**src/rtl/sbba_pkg.sv**
```systemverilog
package sbba_pkg;

   localparam int COORD_WIDTH = 32;
   localparam int FIELD_W     = 32;
   localparam int FRAC_BITS   = 16;
   localparam int PROD_W      = 2 * FIELD_W;
   localparam int PART_W      = PROD_W - FRAC_BITS;
   // wide enough for two floored products plus a shift, and for any enlarge step
   localparam int WIDE_W      = (COORD_WIDTH + 2 > PART_W + 2) ? COORD_WIDTH + 2 : PART_W + 2;
   localparam int INFL_W      = 31;
   localparam int DELTA_W     = 32;
   localparam int CAP_W       = 2;
   localparam int KIND_W      = 2;
   localparam int NUM_BOXES   = 3;
   localparam int MUL_CNT_W   = 3;
   localparam int CORNER_W    = 2;
   localparam int OUT_W       = 32;
   localparam int IN_DATA_W   = 10 * FIELD_W;
   localparam int OUT_DATA_W  = 4 * OUT_W;
   localparam int CSR_IDX_W   = 2;
   localparam int CSR_DATA_W  = 32;
   localparam int FIFO_DEPTH  = 2;
   localparam int FIFO_PTR_W  = 1;
   localparam int FIFO_CNT_W  = 2;

   localparam logic [FIELD_W-1:0]   SQRT2_Q16  = FIELD_W'(92682);
   localparam logic [PROD_W-1:0]    ROUND_HALF = PROD_W'(1) << (FRAC_BITS - 1);
   localparam logic [MUL_CNT_W-1:0] MUL_LAST   = '1;
   localparam logic [CORNER_W-1:0]  CORNER_LAST = '1;

   localparam logic [KIND_W-1:0] KIND_FILL = 2'd0;
   localparam logic [KIND_W-1:0] KIND_JOIN = 2'd1;
   localparam logic [KIND_W-1:0] KIND_CAP  = 2'd2;
   localparam logic [KIND_W-1:0] KIND_NONE = 2'd3;

   localparam logic [CAP_W-1:0] CAP_BUTT   = 2'd0;
   localparam logic [CAP_W-1:0] CAP_ROUND  = 2'd1;
   localparam logic [CAP_W-1:0] CAP_EXTEND = 2'd2;

   localparam logic [CSR_IDX_W-1:0] CSR_STROKE = 2'd0;
   localparam logic [CSR_IDX_W-1:0] CSR_JOIN   = 2'd1;
   localparam logic [CSR_IDX_W-1:0] CSR_CAP    = 2'd2;

   typedef logic signed [COORD_WIDTH-1:0] coord_type;
   typedef logic signed [WIDE_W-1:0]      wide_type;

   typedef struct packed {
      logic [INFL_W-1:0] line_pad;
      logic [INFL_W-1:0] corner_pad;
      logic [CAP_W-1:0]  end_mode;
   } cfg_type;

   typedef struct packed {
      logic                      use_rect;
      logic                      last;
      logic [KIND_W-1:0]         kind;
      logic signed [FIELD_W-1:0] x0;
      logic signed [FIELD_W-1:0] y0;
      logic signed [FIELD_W-1:0] x1;
      logic signed [FIELD_W-1:0] y1;
      logic signed [FIELD_W-1:0] mxx;
      logic signed [FIELD_W-1:0] mxy;
      logic signed [FIELD_W-1:0] myx;
      logic signed [FIELD_W-1:0] myy;
      logic signed [FIELD_W-1:0] tx;
      logic signed [FIELD_W-1:0] ty;
   } item_type;

   function automatic coord_type sat_coord(input wide_type v);
      wide_type hi;
      wide_type lo;
      hi = {{(WIDE_W - COORD_WIDTH + 1){1'b0}}, {(COORD_WIDTH - 1){1'b1}}};
      lo = ~hi;
      if (v > hi) begin
         return hi[COORD_WIDTH-1:0];
      end else if (v < lo) begin
         return lo[COORD_WIDTH-1:0];
      end
      return v[COORD_WIDTH-1:0];
   endfunction

   function automatic logic [OUT_W-1:0] sat_out(input coord_type v);
      wide_type w;
      wide_type hi;
      wide_type lo;
      w  = WIDE_W'(v);
      hi = {{(WIDE_W - OUT_W + 1){1'b0}}, {(OUT_W - 1){1'b1}}};
      lo = ~hi;
      if (w > hi) begin
         return hi[OUT_W-1:0];
      end else if (w < lo) begin
         return lo[OUT_W-1:0];
      end
      return w[OUT_W-1:0];
   endfunction

endpackage

```
**src/rtl/sbba_fifo.sv**
```systemverilog
module sbba_fifo import sbba_pkg::*; (
   input  logic     clock,
   input  logic     reset,
   input  logic     push,
   input  item_type push_item,
   output logic     full,
   output logic     valid,
   output item_type head,
   input  logic     pop
);

   localparam logic [FIFO_PTR_W-1:0] PTR_LAST = FIFO_PTR_W'(FIFO_DEPTH - 1);

   item_type slot_ff [FIFO_DEPTH];
   logic [FIFO_PTR_W-1:0] wr_ptr_ff, wr_ptr_in;
   logic [FIFO_PTR_W-1:0] rd_ptr_ff, rd_ptr_in;
   logic [FIFO_CNT_W-1:0] count_ff, count_in;

   assign full  = (count_ff == FIFO_CNT_W'(FIFO_DEPTH));
   assign valid = (count_ff != '0);
   assign head  = slot_ff[rd_ptr_ff];

   always_comb begin
      wr_ptr_in = wr_ptr_ff;
      rd_ptr_in = rd_ptr_ff;
      count_in  = count_ff + FIFO_CNT_W'(push) - FIFO_CNT_W'(pop);
      if (push) begin
         wr_ptr_in = (wr_ptr_ff == PTR_LAST) ? '0 : wr_ptr_ff + 1'b1;
      end
      if (pop) begin
         rd_ptr_in = (rd_ptr_ff == PTR_LAST) ? '0 : rd_ptr_ff + 1'b1;
      end
   end

   always_ff @(posedge clock) begin
      if (reset) begin
         wr_ptr_ff <= '0;
         rd_ptr_ff <= '0;
         count_ff  <= '0;
      end else begin
         wr_ptr_ff <= wr_ptr_in;
         rd_ptr_ff <= rd_ptr_in;
         count_ff  <= count_in;
      end
   end

   always_ff @(posedge clock) begin
      if (push) begin
         slot_ff[wr_ptr_ff] <= push_item;
      end
   end

endmodule

```
**config.mk**
```make
export PLATFORM = sky130hd
export DESIGN_NAME = sbba_fifo
export DESIGN_NICKNAME = d
export VERILOG_FILES = /design/src/rtl/sbba_pkg.sv /design/src/rtl/sbba_fifo.sv
export SDC_FILE = /design/constraint.sdc
export NUM_CORES = 1
export LEC_CHECK = 0
export BUFFER_PORTS_ARGS = -buffer_cell sky130_fd_sc_hd__clkbuf_2
export CAP_MARGIN = 10
export CORE_AREA = 2 2 253 255
export DETAILED_ROUTE_END_ITERATION = 16
export DIE_AREA = 0 0 255 257
export GPL_ROUTABILITY_DRIVEN = 1
export PLACE_DENSITY = 0.59
export SKIP_LAST_GASP = 1
export SYNTH_ARGS = -nofsm -noshare
export SYNTH_HDL_FRONTEND = slang
export SYNTH_SLANG_ARGS = --single-unit
```
**constraint.sdc**
```tcl
create_clock -name clock -period 22.2 [get_ports clock]
set_clock_uncertainty 0.1 [all_clocks]
set_input_delay 2.22 -clock clock [delete_from_list [all_inputs] [get_ports clock]]
set_output_delay 2.22 -clock clock [all_outputs]
set_load 0.02 [all_outputs]
```
; Yosys cells after proc, flatten, opt, wreduce, memory -nomap -nowiden
; Memory sizes are Yosys's and may differ from the RTL's. A register that Yosys moved wholly into a read port is not among the register bits.
; Index checks and enable logic that the tools add are counted.
; W data, S select, Z words.
[op_classes]
n_addsub = 4
eq_ne = 1
mux = 6
reduce_logical = 1
[op_table]
columns = cell, count
row1 = $mux W1, 6
row2 = $add A1 B1 Y1 const B, 2
row3 = $add A2 B1 Y2, 1
row4 = $eq A2 B2 Y1 const B, 1
row5 = $reduce_bool A2 Y1, 1
row6 = $sub A2 B1 Y2, 1
[word_totals]
reg_bits = 4
ramBits = 648
input_bits = 328
output_inout_bits = 326
wordCells = 16
mem_count = 1
[memory_table]
columns = name, words, width, read_ports, rd_ports_with_merged_regs, wr, line_no
row1 = slot_ff, 2, 324, 1, 1, 1, sbba_fifo.sv:14  ; item_type slot_ff [FIFO_DEPTH];

; Depth between registers and ports, before layout
[logic_depth]
depth_word = 4
ltp_mapped = 6

; Worst setup path after synthesis
; OpenSTA, ideal clock, no wires.
[synth_path]
kind = input to register
start = input port push
end = memory slot_ff[0][0] (netlist name) (enable)
arrival_time_ns = 16.140
slack_ns = 4.905
cell_stages = 1
n_path_buf = 0
path_cell_list = nor2b_1
[synth_via]
elab_chain_cells = 2
[synth_rtl]
columns = item, line_no
row1 = "start, declared", sbba_fifo.sv:4  ; input logic push,
row2 = $mux W1, sbba_fifo.sv:48  ; if (push) begin
row3 = $mux W1 (not written as such), sbba_fifo.sv:49  ; slot_ff[wr_ptr_ff] <= push_item;
row4 = "end, declared", sbba_fifo.sv:14
; No other way between the ends.

==> results_dict.tcl <==
set metrics [dict create \
    track_usage_pct 17.44 \
    postRouteAntennaNets 0 \
    synth_nets 1359 \
    nFillCells 5377 \
    ys_ff_latch 653 \
    status "finished clean" \
    syn-instance-count 1029 \
    finalCritPeriodShare_pct 32.71 \
    r2r.worst_path.cells 3 \
    die-height_um 257 \
    portBuffers 653 \
    cts_setup_buffers 0 \
    final_cells 2638 \
    holdPathStages 2 \
    cp_common_cell "buf_4" \
    initial_utilization_pct 37.77 \
    p_clk_share_pct 37.6 \
    cts_buffers 69 \
    wl_per_cell_um 22.43 \
    cts_root_buffer "clkbuf_16" \
    yosysSeqAreaShare_pct 82.55 \
    gp_congestion 0.8530 \
    syn_area_um2 23690 \
    grt_pass1_vias 13216 \
    synth_edf_count 648 \
    synth.most_common_cell "edfxtp_1" \
    fp-row-count 92 \
    p_comb_share_pct 12.0 \
    slowest_delay_ns 1.01 \
    netlist_top_cells_area "edfxtp_1 82%, mux2_2 15%, buf_6 1.4%" \
    ys_async_sr_fraction_pct 0 \
    ys_warn_count 0 \
    die_x_um 255 \
    synth.top_cell.area_share_pct 82.12 \
    synth.largest_area_cell "edfxtp_1" \
    power.density_nw_per_um2 97.15 \
    min_path_type "register to register" \
    cts_sinks 653 \
    endpoint_kind "output port" \
    grt_max_degree 81 \
    dieArea_um2 65540 \
    area_growth_pct 26.29 \
    hpwl_mm 42.09 \
    cts_max_level 3 \
    crit_required_ns 19.88 \
    p_sw_share_pct 24.04 \
    seq_area_um2 19560 \
    drt_iter0_drc 711 \
    reg2reg_from "wr_ptr_ff" \
    final_hold_viol_count 0 \
    ctsHoldBuffers 0 \
    drcViolationCount 0 \
    seqPwrFrac_pct 50.5 \
    fin_setup_tns_ns 0 \
    maxCapViolCount 0 \
    grt_antenna_before_repair 15 \
    arrival_ns 4.94 \
    syn_avg_cell_area_um2 23.03 \
    fmax_mhz 137.7 \
    worst_path_max_delay_cell "dfxtp_4" \
    tightest_slew_ns 1.115 \
    worstSetupPathType "register to output port" \
    synth_cell_type_count 13 \
    setup_viol 0 \
    vias 12384 \
    r2r-end "slot_ff[1][280]" \
    clk_latency_ns 0.59 \
    drtPass1Iterations 6 \
    clk_pin_slew_ns 0.05 \
    intPower_uw 2208 \
    slew_headroom_pct 25.69 \
    core_area_um2 62740 \
    ir_drop_uv 68.12 \
    leakage_uw 0.01121 \
    cts_buffer_depth 3 \
    startpoint_type "register" \
    wirelength_mm 59.16 \
    period_needed_ns 7.262 \
    r2r_slack_ns 18.69 \
    io_pins 654 \
    switchingPower_uw 698.8 \
    drive_gt1_share_pct 60.92 \
    path_cells "buf_4 > buf_4 > buf_4 > mux2_2 > clkbuf_2" \
    hp-start "rd_ptr_ff" \
    slew_viol_final 0 \
    multi_input_area_um2 3770 \
    dp.cells 2505 \
    crit_fanout 80 \
    synth_ff_type "edfxtp_1" \
    critPathTopFamily "buffers and inverters" \
    grt_overflow 0 \
    cp_num_buf_inv 4 \
    final_core_util_pct 47.70 \
    grt_pass1_wl_mm 83.52 \
    synth.top_cells.by_count "648 x edfxtp_1, 324 x mux2_2, 30 x buf_6" \
    rsz0062_at_grt "no" \
    cts_resized 0 \
    vias_per_cell 4.694 \
    cts_tree "built" \
    nets 2060 \
]
==> cells in the final DEF (no fill, tap or decap) <==
| master | n |
|---|---|
| nor2_1 | 4 |
| diode_2 | 11 |
| clkbuf_1 | 18 |
| clkinvlp_4 | 3 |
| mux2_2 | 324 |
| edfxtp_1 | 648 |
| dfxtp_4 | 1 |
| bufinv_16 | 5 |
| and2_4 | 1 |
| clkinv_4 | 2 |
| clkinv_2 | 6 |
| ha_1 | 2 |
| xnor3_1 | 1 |
| dfxtp_1 | 4 |
| nor2b_4 | 1 |
| inv_6 | 4 |
| inv_1 | 2 |
| nor2b_1 | 2 |
| clkbuf_2 | 653 |
| clkinv_8 | 2 |
| buf_4 | 13 |
| clkbuf_16 | 69 |
| xnor2_1 | 2 |
| clkinv_1 | 13 |
| or2_2 | 1 |
==> worst reg2reg max path, stage by stage (launching register included) <==
cell and delay (ns):
dfxtp_1 0.41, and2_4 0.68, buf_4 0.94, buf_4 0.91
==> cell type report <==
class                      instances  area share, %
clock inverter                    35          1.125
antenna                           11        0.09199
clock buffer                      87          5.996
tap                              846          3.538
sequential                       653          65.38
multi-input combinational        338          12.60
inverter                           2        0.02509
timing repair buffer             666          11.25
==> kinds of logic (layout without fill, tap and decap cells) <==
family	Yosys count	in the layout	share of synthesized area (%)
muxes	324	324	15.40
DFF	653	653	82.55
adders and majority gates	2	2	0.1056
other	0	11	0
buffers and inverters	38	790	1.584
and+or+nand+nor	9	9	0.1954
xor gates and xnor gates	3	3	0.1690
==> worst max path at each step <==
stage               depth (start not counted)      from  slack [ns]       endpoint
floorplan                                   1      push        4.90  slot_ff[0][0]
global placement                            5  register       15.66      head[286]
detailed placement                          5  register       15.52      head[272]
CTS                                         5  register       14.87      head[272]
global route                                5  register       14.64      head[272]
finish                                      5  register       14.94      head[142]
==> power by group through the flow <==
stage               logic (µW)  clock network, µW  registers [µW]
detailed placement         352                  0            1490
CTS                        353               1120            1470
finish                     348               1090            1470
floorplan                  225                  0            1510
global placement           348                  0            1490
global route               371               1170            1470
==> stage by stage <==
stage / power [µW] / setup slack (ns) / hold WS [ns] / cell area [µm²]
floorplan: 1736 / 4.905 / 0.3799 / 23690
global placement: 1839 / 15.66 / 0.3942 / 27760
detailed placement: 1846 / 15.52 / 0.4022 / 27760
CTS: 2945 / 14.87 / 0.4182 / 29890
global route: 3012 / 14.64 / 0.4518 / 29920
finish: 2907 / 14.94 / 0.4099 / 29920
==> flip-flops by register name (all words and copies together), names as in the netlist, named ones only <==
register and count:
slot_ff 648, count_ff 2, rd_ptr_ff 1, wr_ptr_ff 1
==> routing by layer <==
metal | GRT usage [%] | vias up | part of all wire, %
met3 | 6.079 | 134 | 8.3
met5 | 0 | - | 0.039
met1 | 18.25 | 6206 | 34
met4 | 8.333 | 4 | 4.4
met2 | 31.02 | 497 | 53
li1 | - | 5543 | -
No activity file was read; power rests on OpenSTA's default activity.
