**config.mk**
```make
export PLATFORM = sky130hd
export DESIGN_NAME = sbba_front
export DESIGN_NICKNAME = d
export VERILOG_FILES = /design/src/rtl/sbba_pkg.sv /design/src/rtl/sbba_front.sv
export SDC_FILE = /design/constraint.sdc
export NUM_CORES = 1
export LEC_CHECK = 0
export ABC_AREA = 1
export BUFFER_PORTS_ARGS = -buffer_cell sky130_fd_sc_hd__buf_2
export CAP_MARGIN = 20
export CORE_AREA = 2 2 254 256
export DETAILED_ROUTE_END_ITERATION = 8
export DIE_AREA = 0 0 256 258
export GPL_ROUTABILITY_DRIVEN = 0
export GPL_TIMING_DRIVEN = 0
export MAX_ROUTING_LAYER = met4
export PLACE_DENSITY = 0.37
export SLEW_MARGIN = 15
export SYNTH_ARGS = -nofsm -noshare
export SYNTH_HDL_FRONTEND = slang
export SYNTH_SLANG_ARGS = --single-unit
```
**constraint.sdc**
```tcl
create_clock -name vclk -period 1.6
set_clock_uncertainty 0.2 [all_clocks]
set_input_delay 0.16 -clock vclk [all_inputs]
set_output_delay 0.16 -clock vclk [all_outputs]
set_load 0.005 [all_outputs]
```
**src/rtl/sbba_pkg.sv**
```systemverilog
package sbba_pkg;

   localparam int COORD_WIDTH = 32;
   localparam int FIELD_W     = 32;
   localparam int FRAC_BITS   = 16;
   localparam int PROD_W      = 2 * FIELD_W;
   localparam int PART_W      = PROD_W - FRAC_BITS;
   // wide enough for two floored products plus a shift, and for any enlarge step
   localparam int WIDE_W      = (COORD_WIDTH + 2 > PART_W + 2) ? COORD_WIDTH + 2 : PART_W + 2;
   localparam int INFL_W      = 31;
   localparam int DELTA_W     = 32;
   localparam int CAP_W       = 2;
   localparam int KIND_W      = 2;
   localparam int NUM_BOXES   = 3;
   localparam int MUL_CNT_W   = 3;
   localparam int CORNER_W    = 2;
   localparam int OUT_W       = 32;
   localparam int IN_DATA_W   = 10 * FIELD_W;
   localparam int OUT_DATA_W  = 4 * OUT_W;
   localparam int CSR_IDX_W   = 2;
   localparam int CSR_DATA_W  = 32;
   localparam int FIFO_DEPTH  = 2;
   localparam int FIFO_PTR_W  = 1;
   localparam int FIFO_CNT_W  = 2;

   localparam logic [FIELD_W-1:0]   SQRT2_Q16  = FIELD_W'(92682);
   localparam logic [PROD_W-1:0]    ROUND_HALF = PROD_W'(1) << (FRAC_BITS - 1);
   localparam logic [MUL_CNT_W-1:0] MUL_LAST   = '1;
   localparam logic [CORNER_W-1:0]  CORNER_LAST = '1;

   localparam logic [KIND_W-1:0] KIND_FILL = 2'd0;
   localparam logic [KIND_W-1:0] KIND_JOIN = 2'd1;
   localparam logic [KIND_W-1:0] KIND_CAP  = 2'd2;
   localparam logic [KIND_W-1:0] KIND_NONE = 2'd3;

   localparam logic [CAP_W-1:0] CAP_BUTT   = 2'd0;
   localparam logic [CAP_W-1:0] CAP_ROUND  = 2'd1;
   localparam logic [CAP_W-1:0] CAP_EXTEND = 2'd2;

   localparam logic [CSR_IDX_W-1:0] CSR_STROKE = 2'd0;
   localparam logic [CSR_IDX_W-1:0] CSR_JOIN   = 2'd1;
   localparam logic [CSR_IDX_W-1:0] CSR_CAP    = 2'd2;

   typedef logic signed [COORD_WIDTH-1:0] coord_type;
   typedef logic signed [WIDE_W-1:0]      wide_type;

   typedef struct packed {
      logic [INFL_W-1:0] line_pad;
      logic [INFL_W-1:0] corner_pad;
      logic [CAP_W-1:0]  end_mode;
   } cfg_type;

   typedef struct packed {
      logic                      use_rect;
      logic                      last;
      logic [KIND_W-1:0]         kind;
      logic signed [FIELD_W-1:0] x0;
      logic signed [FIELD_W-1:0] y0;
      logic signed [FIELD_W-1:0] x1;
      logic signed [FIELD_W-1:0] y1;
      logic signed [FIELD_W-1:0] mxx;
      logic signed [FIELD_W-1:0] mxy;
      logic signed [FIELD_W-1:0] myx;
      logic signed [FIELD_W-1:0] myy;
      logic signed [FIELD_W-1:0] tx;
      logic signed [FIELD_W-1:0] ty;
   } item_type;

   function automatic coord_type sat_coord(input wide_type v);
      wide_type hi;
      wide_type lo;
      hi = {{(WIDE_W - COORD_WIDTH + 1){1'b0}}, {(COORD_WIDTH - 1){1'b1}}};
      lo = ~hi;
      if (v > hi) begin
         return hi[COORD_WIDTH-1:0];
      end else if (v < lo) begin
         return lo[COORD_WIDTH-1:0];
      end
      return v[COORD_WIDTH-1:0];
   endfunction

   function automatic logic [OUT_W-1:0] sat_out(input coord_type v);
      wide_type w;
      wide_type hi;
      wide_type lo;
      w  = WIDE_W'(v);
      hi = {{(WIDE_W - OUT_W + 1){1'b0}}, {(OUT_W - 1){1'b1}}};
      lo = ~hi;
      if (w > hi) begin
         return hi[OUT_W-1:0];
      end else if (w < lo) begin
         return lo[OUT_W-1:0];
      end
      return w[OUT_W-1:0];
   endfunction

endpackage

```
**src/rtl/sbba_front.sv**
```systemverilog
module sbba_front import sbba_pkg::*; (
   input  logic                 req_tvalid,
   output logic                 req_tready,
   input  logic [IN_DATA_W-1:0] req_tdata,
   input  logic [KIND_W-1:0]    req_tuser,
   input  logic                 req_tlast,
   input  logic [CAP_W-1:0]     end_mode,
   input  logic                 q_full,
   output logic                 push,
   output item_type             push_item
);

   logic empty_rect;
   logic kind_off;

   assign req_tready = !q_full;
   assign push       = req_tvalid && !q_full;

   always_comb begin
      push_item.last = req_tlast;
      push_item.kind = req_tuser;
      push_item.x0   = req_tdata[0*FIELD_W +: FIELD_W];
      push_item.y0   = req_tdata[1*FIELD_W +: FIELD_W];
      push_item.x1   = req_tdata[2*FIELD_W +: FIELD_W];
      push_item.y1   = req_tdata[3*FIELD_W +: FIELD_W];
      push_item.mxx  = req_tdata[4*FIELD_W +: FIELD_W];
      push_item.mxy  = req_tdata[5*FIELD_W +: FIELD_W];
      push_item.myx  = req_tdata[6*FIELD_W +: FIELD_W];
      push_item.myy  = req_tdata[7*FIELD_W +: FIELD_W];
      push_item.tx   = req_tdata[8*FIELD_W +: FIELD_W];
      push_item.ty   = req_tdata[9*FIELD_W +: FIELD_W];
      // degenerate boxes with min equal to max still count
      empty_rect = (push_item.x1 < push_item.x0) || (push_item.y1 < push_item.y0);
      kind_off   = (req_tuser == KIND_NONE) ||
                   ((req_tuser == KIND_CAP) && (end_mode == CAP_BUTT));
      push_item.use_rect = !empty_rect && !kind_off;
   end

endmodule

```
# Word level (Yosys, flattened, before mapping)
# Index checks and enable logic that the tools add are counted.
# Widths: inputs -> output; s select.
# totals
reg_bits	0
in_bits	327
romBits	0
out_inout_bits	326
latchBits	0
mem_count	0
elab_cells	13
ram_bits	0
# op_classes
n_addsub	0
mul	0
order_cmp	2
n_div	0
shifts	0
n_reduce_logical	9
mux	0
eq_ne	2
n_bitwise	0
# op_table
operator	n
$lt 32x32->1	2
$eq 2x2->1 const B	2
$logic_and 1x1->1	3
$logic_not 1->1	3
$logic_not 2->1	1
$logic_or 1x1->1	2

# Depth between registers and ports, before layout
# Gate-level depths: netlist (run 1).
# logic_depth
word_depth	5
depth_mapped	16

# Worst setup path after synthesis (run 1)
# OpenSTA, ideal clock, no wires.
# synth_timing
kind	input to output
start	input req_tdata[31]
end	output push_item[323] (netlist bit)
path_stages	12
n_path_buf	0
t_required_ns	1.240
arrival_time_ns	1.320
slack_ns	-0.080
cell_sequence	inv_1 ha_1 nand2_1 nor2_2 nand2_1 nor4b_2 nand2_1 nand2_1 nand2_1 nand2_1 inv_1 nor2_1
# synth_lines
item	line_no	text
start: declaration	sbba_front.sv:4	input logic [IN_DATA_W-1:0] req_tdata,
end: declaration	sbba_front.sv:10	output item_type push_item

==> impl_metrics.xml, run 1 <==
<?xml version="1.0" encoding="UTF-8"?>
<metrics>
  <group name="status">
    <metric name="status" unit="">finished, violations left</metric>
    <metric name="violations" unit="">setup timing</metric>
  </group>
  <group name="die">
    <metric name="io_pins" unit="">653</metric>
    <metric name="chipHeight" unit="um">258</metric>
    <metric name="fp.dieArea" unit="mm^2">0.0660</metric>
    <metric name="initial_utilization" unit="">0.0645</metric>
    <metric name="number_of_rows_created_at_floorplan" unit="">93</metric>
    <metric name="die_width" unit="um">256</metric>
    <metric name="core_region_area" unit="mm^2">0.0636</metric>
  </group>
  <group name="run">
    <metric name="maxCapViolCount" unit="">0</metric>
  </group>
  <group name="critical_path">
    <metric name="critical_path.startpoint_type" unit="">input port</metric>
    <metric name="critical_path_arrival" unit="ps">1700</metric>
    <metric name="crit_required" unit="ps">1240</metric>
    <metric name="worstSetupEndpointType" unit="">output port</metric>
    <metric name="timing.critical_path.fanout_max" unit="">2</metric>
    <metric name="worst-setup-path-type" unit="">input port to output port</metric>
  </group>
  <group name="detailed_routing">
    <metric name="number_of_vias_per_cell_after_detailed_routing" unit="">2.50</metric>
    <metric name="route.vias.total" unit="">4798</metric>
    <metric name="drc" unit="">0</metric>
    <metric name="met3_length" unit="mm">1.19</metric>
    <metric name="iteration_count_of_the_initial_detailed_routing_pass" unit="">4</metric>
    <metric name="drt-total-wl" unit="mm">19.6</metric>
    <metric name="met1_length" unit="mm">8.06</metric>
    <metric name="detail-route-antenna-nets" unit="">0</metric>
    <metric name="wl_met2" unit="mm">10.3</metric>
    <metric name="route.detailed.wl_per_inst" unit="um">10.2</metric>
    <metric name="top_signal_layer_used" unit="">met3</metric>
    <metric name="drt_iter0_markers" unit="">59</metric>
  </group>
  <group name="layout">
    <metric name="n_clock_buffer" unit="">0</metric>
    <metric name="areaGrowthSynthToFinish" unit="%">94.1</metric>
    <metric name="final_nets" unit="">1453</metric>
    <metric name="layout.area.seq" unit="um^2">0</metric>
    <metric name="n_sequential_cell" unit="">0</metric>
    <metric name="stdcell_count" unit="">1917</metric>
    <metric name="fraction_of_final_layout_cells_with_drive_strength_greater_than_1" unit="">0.804</metric>
    <metric name="design_area" unit="mm^2">0.00797</metric>
    <metric name="antenna_cells_inserted" unit="">0</metric>
    <metric name="finished_core_util" unit="">0.125</metric>
  </group>
  <group name="power_and_ir_drop">
    <metric name="internal-power" unit="mW">1.15</metric>
    <metric name="worst_supply_voltage_drop_on_vdd" unit="mV">0.0983</metric>
    <metric name="power_frac_seq" unit="">0</metric>
    <metric name="netSwitchingPower" unit="mW">0.806</metric>
    <metric name="p_comb_frac" unit="">1.000</metric>
    <metric name="p_sw_frac" unit="">0.412</metric>
    <metric name="pwr_per_cell_area" unit="mW/mm^2">246</metric>
    <metric name="static_leakage" unit="nW">4.64</metric>
    <metric name="design_power_total" unit="mW">1.96</metric>
    <metric name="clock_power_share" unit="">0</metric>
  </group>
  <group name="yosys">
    <metric name="post_synth_inst_count" unit="">601</metric>
    <metric name="post_synth_instance_area" unit="mm^2">0.00410</metric>
    <metric name="sequential_cell_area_fraction_in_the_yosys_report" unit="">0</metric>
    <metric name="avgSynthCellArea" unit="um^2">6.83</metric>
    <metric name="syn_nets" unit="">990</metric>
    <metric name="ys_warnings" unit="">0</metric>
    <metric name="synth_cell_types" unit="">14</metric>
  </group>
  <group name="timing">
    <metric name="finalHoldViolCount" unit="">0</metric>
    <metric name="setup-violations-final" unit="">1</metric>
    <metric name="tightest_slew" unit="ps">313</metric>
    <metric name="maxClockFrequency" unit="MHz">486</metric>
    <metric name="tns" unit="ps">-459</metric>
    <metric name="worst_slew_margin_rel" unit="">0.791</metric>
    <metric name="finalHoldWorstSlack" unit="ps">285</metric>
    <metric name="finalCriticalPeriod" unit="ps">2060</metric>
    <metric name="slew_violations" unit="">0</metric>
    <metric name="setup_slack" unit="ps">-459</metric>
    <metric name="period_share" unit="">1.29</metric>
    <metric name="grt_setup_unrepaired" unit="">true</metric>
  </group>
  <group name="place">
    <metric name="dp_cells" unit="">1916</metric>
    <metric name="placed_area" unit="mm^2">0.00752</metric>
    <metric name="placement.setup.worst_slack" unit="ps">-1060</metric>
    <metric name="port-buffer-count" unit="">460</metric>
    <metric name="hpwl" unit="mm">18.8</metric>
  </group>
  <group name="grt">
    <metric name="grt_start_max_net_pins" unit="">6</metric>
    <metric name="overflow" unit="">0</metric>
    <metric name="via_count_of_the_first_global_routing_pass" unit="">4543</metric>
    <metric name="grt_util_all_layers" unit="">0.0533</metric>
    <metric name="grt_antenna_before_repair" unit="">0</metric>
    <metric name="grt_pass1_wl" unit="mm">26.9</metric>
  </group>
  <group name="hold_path">
    <metric name="hp-class" unit="">input port to output port</metric>
  </group>
  <group name="clock_network">
    <metric name="cts_hold_buffers" unit="">0</metric>
  </group>
</metrics>
==> power by group through the flow <==
stage               Combinational (mW)  Sequential, mW  Clock [mW]
global route                      2.17               0           0
detailed placement                1.82               0           0
finish                            1.96               0           0
CTS                               1.96               0           0
floorplan                        0.970               0           0
global placement                  1.82               0           0
==> cells in the final DEF (no fill, tap or decap), drive strengths merged <==
master  instances
nor3            4
buf           784
nor4b           1
inv            83
nor2           17
nand3           8
o21ai          10
a21oi          30
a21o            1
nand4           2
nand2          59
ha             62
nand3b          1
==> kinds of logic after synthesis <==
logic type      synth area share
simple gates              0.0933
fa+ha+maj                  0.189
buf+inv                    0.667
compound gates            0.0509
==> worst paths after layout <==
check                   endpoint  slack, ps      startpoint  cells past startpoint
hold / removal     push_item[99]        290  req_tdata[195]                      2
setup / recovery  push_item[323]       -460   req_tdata[93]                     11
==> critical path, stage by stage <==
cell and delay (ps):
buf_6 100, ha_4 260, a21oi_4 310, o21ai_2 80, a21o_2 200, a21oi_4 130, nand3_2 110, nand2_4 110
inv_2 30, nor2_1 60, buf_2 120
==> routing by layer <==
| layer | GRT usage | up-vias |
|---|---|---|
| met5 | - | - |
| met4 | 0 | 0 |
| met3 | 0.00501 | 0 |
| met2 | 0.0988 | 273 |
| met1 | 0.0661 | 2078 |
| li1 | - | 2447 |
==> cell usage after synthesis <==
master | count | area share
a21oi_1 | 30 | 0.037
nand3_1 | 8 | 0.0098
nand2_1 | 59 | 0.054
o21ai_0 | 10 | 0.012
buf_4 | 323 | 0.59
ha_1 | 62 | 0.19
nand4_1 | 2 | 0.0030
nor3_1 | 4 | 0.0049
a21o_2 | 1 | 0.0021
inv_1 | 83 | 0.076
nor2_1 | 16 | 0.015
nor4b_2 | 1 | 0.0037
nand3b_1 | 1 | 0.0018
nor2_2 | 1 | 0.0015
==> what timing repair did <==
action                                  in CTS  in global routing
gates cloned                                 0                  0
pin swaps                                   28                 29
gates resized for setup                     69                 25
setup buffers                                0                  1
endpoints found under the setup margin       1                  1
hold endpoints to repair                     0                  0
==> area by class of cell <==
| class | count | area (um^2) |
|---|---|---|
| inverters | 83 | 322 |
| plain buffers | 323 | 2420 |
| repair buffers | 461 | 2380 |
| fillers | 7403 | 55700 |
| multi-input cells | 195 | 1770 |
| well taps | 855 | 1070 |
Power figures use the tool's default switching activity.
==> run 2, diff against run 1 <==
--- a/config.mk
+++ b/config.mk
@@ -5,12 +5,11 @@
 export SDC_FILE = /design/constraint.sdc
 export NUM_CORES = 1
 export LEC_CHECK = 0
-export ABC_AREA = 1
 export BUFFER_PORTS_ARGS = -buffer_cell sky130_fd_sc_hd__buf_2
 export CAP_MARGIN = 20
-export CORE_AREA = 2 2 254 256
+export CORE_AREA = 2 2 251 253
 export DETAILED_ROUTE_END_ITERATION = 8
-export DIE_AREA = 0 0 256 258
+export DIE_AREA = 0 0 253 255
 export GPL_ROUTABILITY_DRIVEN = 0
 export GPL_TIMING_DRIVEN = 0
 export MAX_ROUTING_LAYER = met4
==> run 2 against run 1 <==
  * The flow still finishes with violations (setup timing)
  * First-iteration DRC count up 78%
  * Setup slack worse by 220 ps
  * Combinational power about the same
  * Area after synthesis down 2.4%
  * Global-route usage up 0.46 points
  * Cell count down 5.1%
  * Sequential share of layout area unchanged
  * Non-clock buffer count up 6
  * Wire length up 11%
  * Fmax down 9.6%
  * Flip-flop and latch count unchanged
  * Critical path type unchanged
  * Highest routed layer unchanged
==> impl_metrics.xml, run 2 <==
<?xml version="1.0" encoding="UTF-8"?>
<metrics>
  <group name="status">
    <metric name="status" unit="">finished, violations left</metric>
    <metric name="violations" unit="">setup timing</metric>
  </group>
  <group name="hold_path">
    <metric name="timing.hold.worst_path_depth" unit="">2</metric>
    <metric name="hp-class" unit="">input port to output port</metric>
  </group>
  <group name="detailed_routing">
    <metric name="number_of_vias_per_cell_after_detailed_routing" unit="">2.59</metric>
    <metric name="drc" unit="">0</metric>
    <metric name="route.vias.total" unit="">4711</metric>
    <metric name="detail-route-antenna-nets" unit="">0</metric>
    <metric name="drt-total-wl" unit="mm">21.7</metric>
    <metric name="route.detailed.wl_per_inst" unit="um">11.9</metric>
    <metric name="iteration_count_of_the_initial_detailed_routing_pass" unit="">4</metric>
    <metric name="drt_iter0_markers" unit="">105</metric>
  </group>
  <group name="grt">
    <metric name="overflow" unit="">0</metric>
    <metric name="grt_pass1_wl" unit="mm">26.9</metric>
    <metric name="grt_util_all_layers" unit="">0.0579</metric>
    <metric name="grt_antenna_before_repair" unit="">2</metric>
    <metric name="grt_start_max_net_pins" unit="">5</metric>
    <metric name="via_count_of_the_first_global_routing_pass" unit="">4147</metric>
  </group>
  <group name="yosys">
    <metric name="ys_warnings" unit="">0</metric>
    <metric name="synth_cell_types" unit="">28</metric>
    <metric name="ys_top_cells_by_area" unit="">buf_4, ha_1, inv_1, a21oi_1, nand2_1</metric>
    <metric name="synth_most_common_cell" unit="">buf_4</metric>
    <metric name="syn_nets" unit="">939</metric>
    <metric name="post_synth_instance_area" unit="mm^2">0.00401</metric>
    <metric name="yosysTopAreaCellShare" unit="">0.605</metric>
    <metric name="avgSynthCellArea" unit="um^2">7.28</metric>
    <metric name="sequential_cell_area_fraction_in_the_yosys_report" unit="">0</metric>
    <metric name="yosys.area.top_type" unit="">buf_4</metric>
    <metric name="synth.top_cells.by_count" unit="">buf_4, inv_1, ha_1</metric>
    <metric name="post_synth_inst_count" unit="">550</metric>
  </group>
  <group name="critical_path">
    <metric name="cpMostUsedCell" unit="">buf_2</metric>
    <metric name="timing.critical_path.fanout_max" unit="">3</metric>
    <metric name="slowest_cell_on_the_critical_path" unit="">or4_4</metric>
    <metric name="worstPathCellList" unit="">buf_2 -&gt; inv_2 -&gt; ha_4 -&gt; nand4_1 -&gt; or4_4 -&gt; nor2_4 -&gt; a221oi_2 -&gt; a211oi_2 -&gt; buf_2</metric>
    <metric name="crit_required" unit="ps">1240</metric>
    <metric name="cpPeakStageDelay" unit="ps">620</metric>
    <metric name="worstSetupEndpointType" unit="">output port</metric>
    <metric name="critical_path_arrival" unit="ps">1920</metric>
    <metric name="critical_path.startpoint_type" unit="">input port</metric>
    <metric name="worst-setup-path-type" unit="">input port to output port</metric>
  </group>
  <group name="die">
    <metric name="initial_utilization" unit="">0.0644</metric>
    <metric name="number_of_rows_created_at_floorplan" unit="">92</metric>
    <metric name="chipHeight" unit="um">255</metric>
    <metric name="fp.dieArea" unit="mm^2">0.0645</metric>
    <metric name="die_width" unit="um">253</metric>
    <metric name="core_region_area" unit="mm^2">0.0622</metric>
    <metric name="io_pins" unit="">653</metric>
  </group>
  <group name="layout">
    <metric name="final_nets" unit="">1408</metric>
    <metric name="fraction_of_final_layout_cells_with_drive_strength_greater_than_1" unit="">0.838</metric>
    <metric name="multi_input_comb_area" unit="mm^2">0.00174</metric>
    <metric name="fillers" unit="">7229</metric>
    <metric name="layout.area.seq" unit="um^2">0</metric>
    <metric name="top_library_cells_by_usage_in_the_layout_fill_and_taps_aside" unit="">buf_2, buf_4, inv_1</metric>
    <metric name="design_area" unit="mm^2">0.00787</metric>
    <metric name="areaGrowthSynthToFinish" unit="%">96.4</metric>
    <metric name="layout_commonest_cell" unit="">buf_2</metric>
    <metric name="n_sequential_cell" unit="">0</metric>
    <metric name="n_clock_buffer" unit="">0</metric>
  </group>
  <group name="place">
    <metric name="hpwl" unit="mm">20.8</metric>
    <metric name="port-buffer-count" unit="">460</metric>
    <metric name="placed_area" unit="mm^2">0.00747</metric>
    <metric name="placement.setup.worst_slack" unit="ps">-1720</metric>
  </group>
  <group name="timing">
    <metric name="setup-violations-final" unit="">1</metric>
    <metric name="slew_violations" unit="">0</metric>
    <metric name="period_share" unit="">1.42</metric>
    <metric name="tightest_slew" unit="ps">480</metric>
    <metric name="finalCriticalPeriod" unit="ps">2280</metric>
    <metric name="setup_slack" unit="ps">-677</metric>
    <metric name="grt_setup_unrepaired" unit="">true</metric>
    <metric name="finalHoldViolCount" unit="">0</metric>
    <metric name="worst_slew_margin_rel" unit="">0.679</metric>
    <metric name="maxClockFrequency" unit="MHz">439</metric>
    <metric name="finalHoldWorstSlack" unit="ps">285</metric>
  </group>
  <group name="power_and_ir_drop">
    <metric name="pwr_per_cell_area" unit="mW/mm^2">246</metric>
    <metric name="static_leakage" unit="nW">4.46</metric>
    <metric name="worst_supply_voltage_drop_on_vdd" unit="mV">0.0856</metric>
  </group>
  <group name="run">
    <metric name="maxCapViolCount" unit="">0</metric>
  </group>
</metrics>
[run 2: cell types whose count changed after synthesis, sizes merged, moves of 2 or more]
cell and delta:
a21o +3, nand3 -3, nor2 -8, a221oi +5, inv -18, nor3 -3
and4 +2, nand2 -42, a211oi +2, nand2b +3, a21oi -8, nand4 +6
[run 2: metal layers]
layer / up-vias / global-route usage / routed length [um] / share of wire
met4: 0 / 0 / 0 / 0
met2: 236 / 0.0831 / 9820 / 0.45
met5: - / - / 0 / 0
met1: 2103 / 0.0922 / 10500 / 0.48
li1: 2372 / - / - / -
met3: 0 / 0.00295 / 1350 / 0.063
[run 2: what timing repair did]
| action | in CTS | in global routing |
|---|---|---|
| pin swaps | 15 | 27 |
| endpoints found under the hold margin | 0 | 0 |
| gates resized for setup | 30 | 50 |
| endpoints found under the setup margin | 1 | 1 |
| hold buffers | 0 | 0 |
| buffers inserted | 4 | 3 |
[run 2: cell families after synthesis]
group | Yosys count | synth area share
fa+ha+maj | 62 | 0.194
compound gates | 51 | 0.0800
buf+inv | 388 | 0.666
simple gates | 49 | 0.0600
[run 2: through the flow]
step,power (mW),TNS [ps],util,std cells
after floorplan,0.969,-329,-,550
after global placement,1.84,-1700,0.120,1809
after detailed placement,1.85,-1720,0.120,1809
after CTS,1.92,-710,0.123,1813
after global routing,2.15,-775,0.126,1816
final,1.93,-677,0.127,1819
[run 2: critical path: cells and delay by family]
kind,cells,cell delay (ps)
buffers and inverters,3,320
adder cells (fa/ha/maj),1,260
AND/OR/NAND/NOR,3,890
AO/OA/AOI/OAI,2,300
[run 2: where the power goes]
| group | internal, mW | switching (mW) | leakage, nW | total, mW |
|---|---|---|---|---|
| combinational | 1.15 | 0.785 | 4.46 | 1.93 |
| sequential | 0 | 0 | 0 | 0 |
| clock | 0.000000170 | 0 | 0.0000217 | 0.000000170 |
[run 2: cell type report]
cell class,instances,share of cell area
Antenna cell,3,0.000954
Buffer,323,0.308
Inverter,65,0.0323
Multi-Input combinational cell,162,0.221
Tap cell,799,0.127
Timing Repair Buffer,467,0.310
[run 2: final timing paths]
| check | from | endpoint | slack (ps) |
|---|---|---|---|
| worst min-delay path | req_tdata[204] | push_item[108] | 290 |
| worst max-delay path | req_tdata[29] | push_item[323] | -680 |
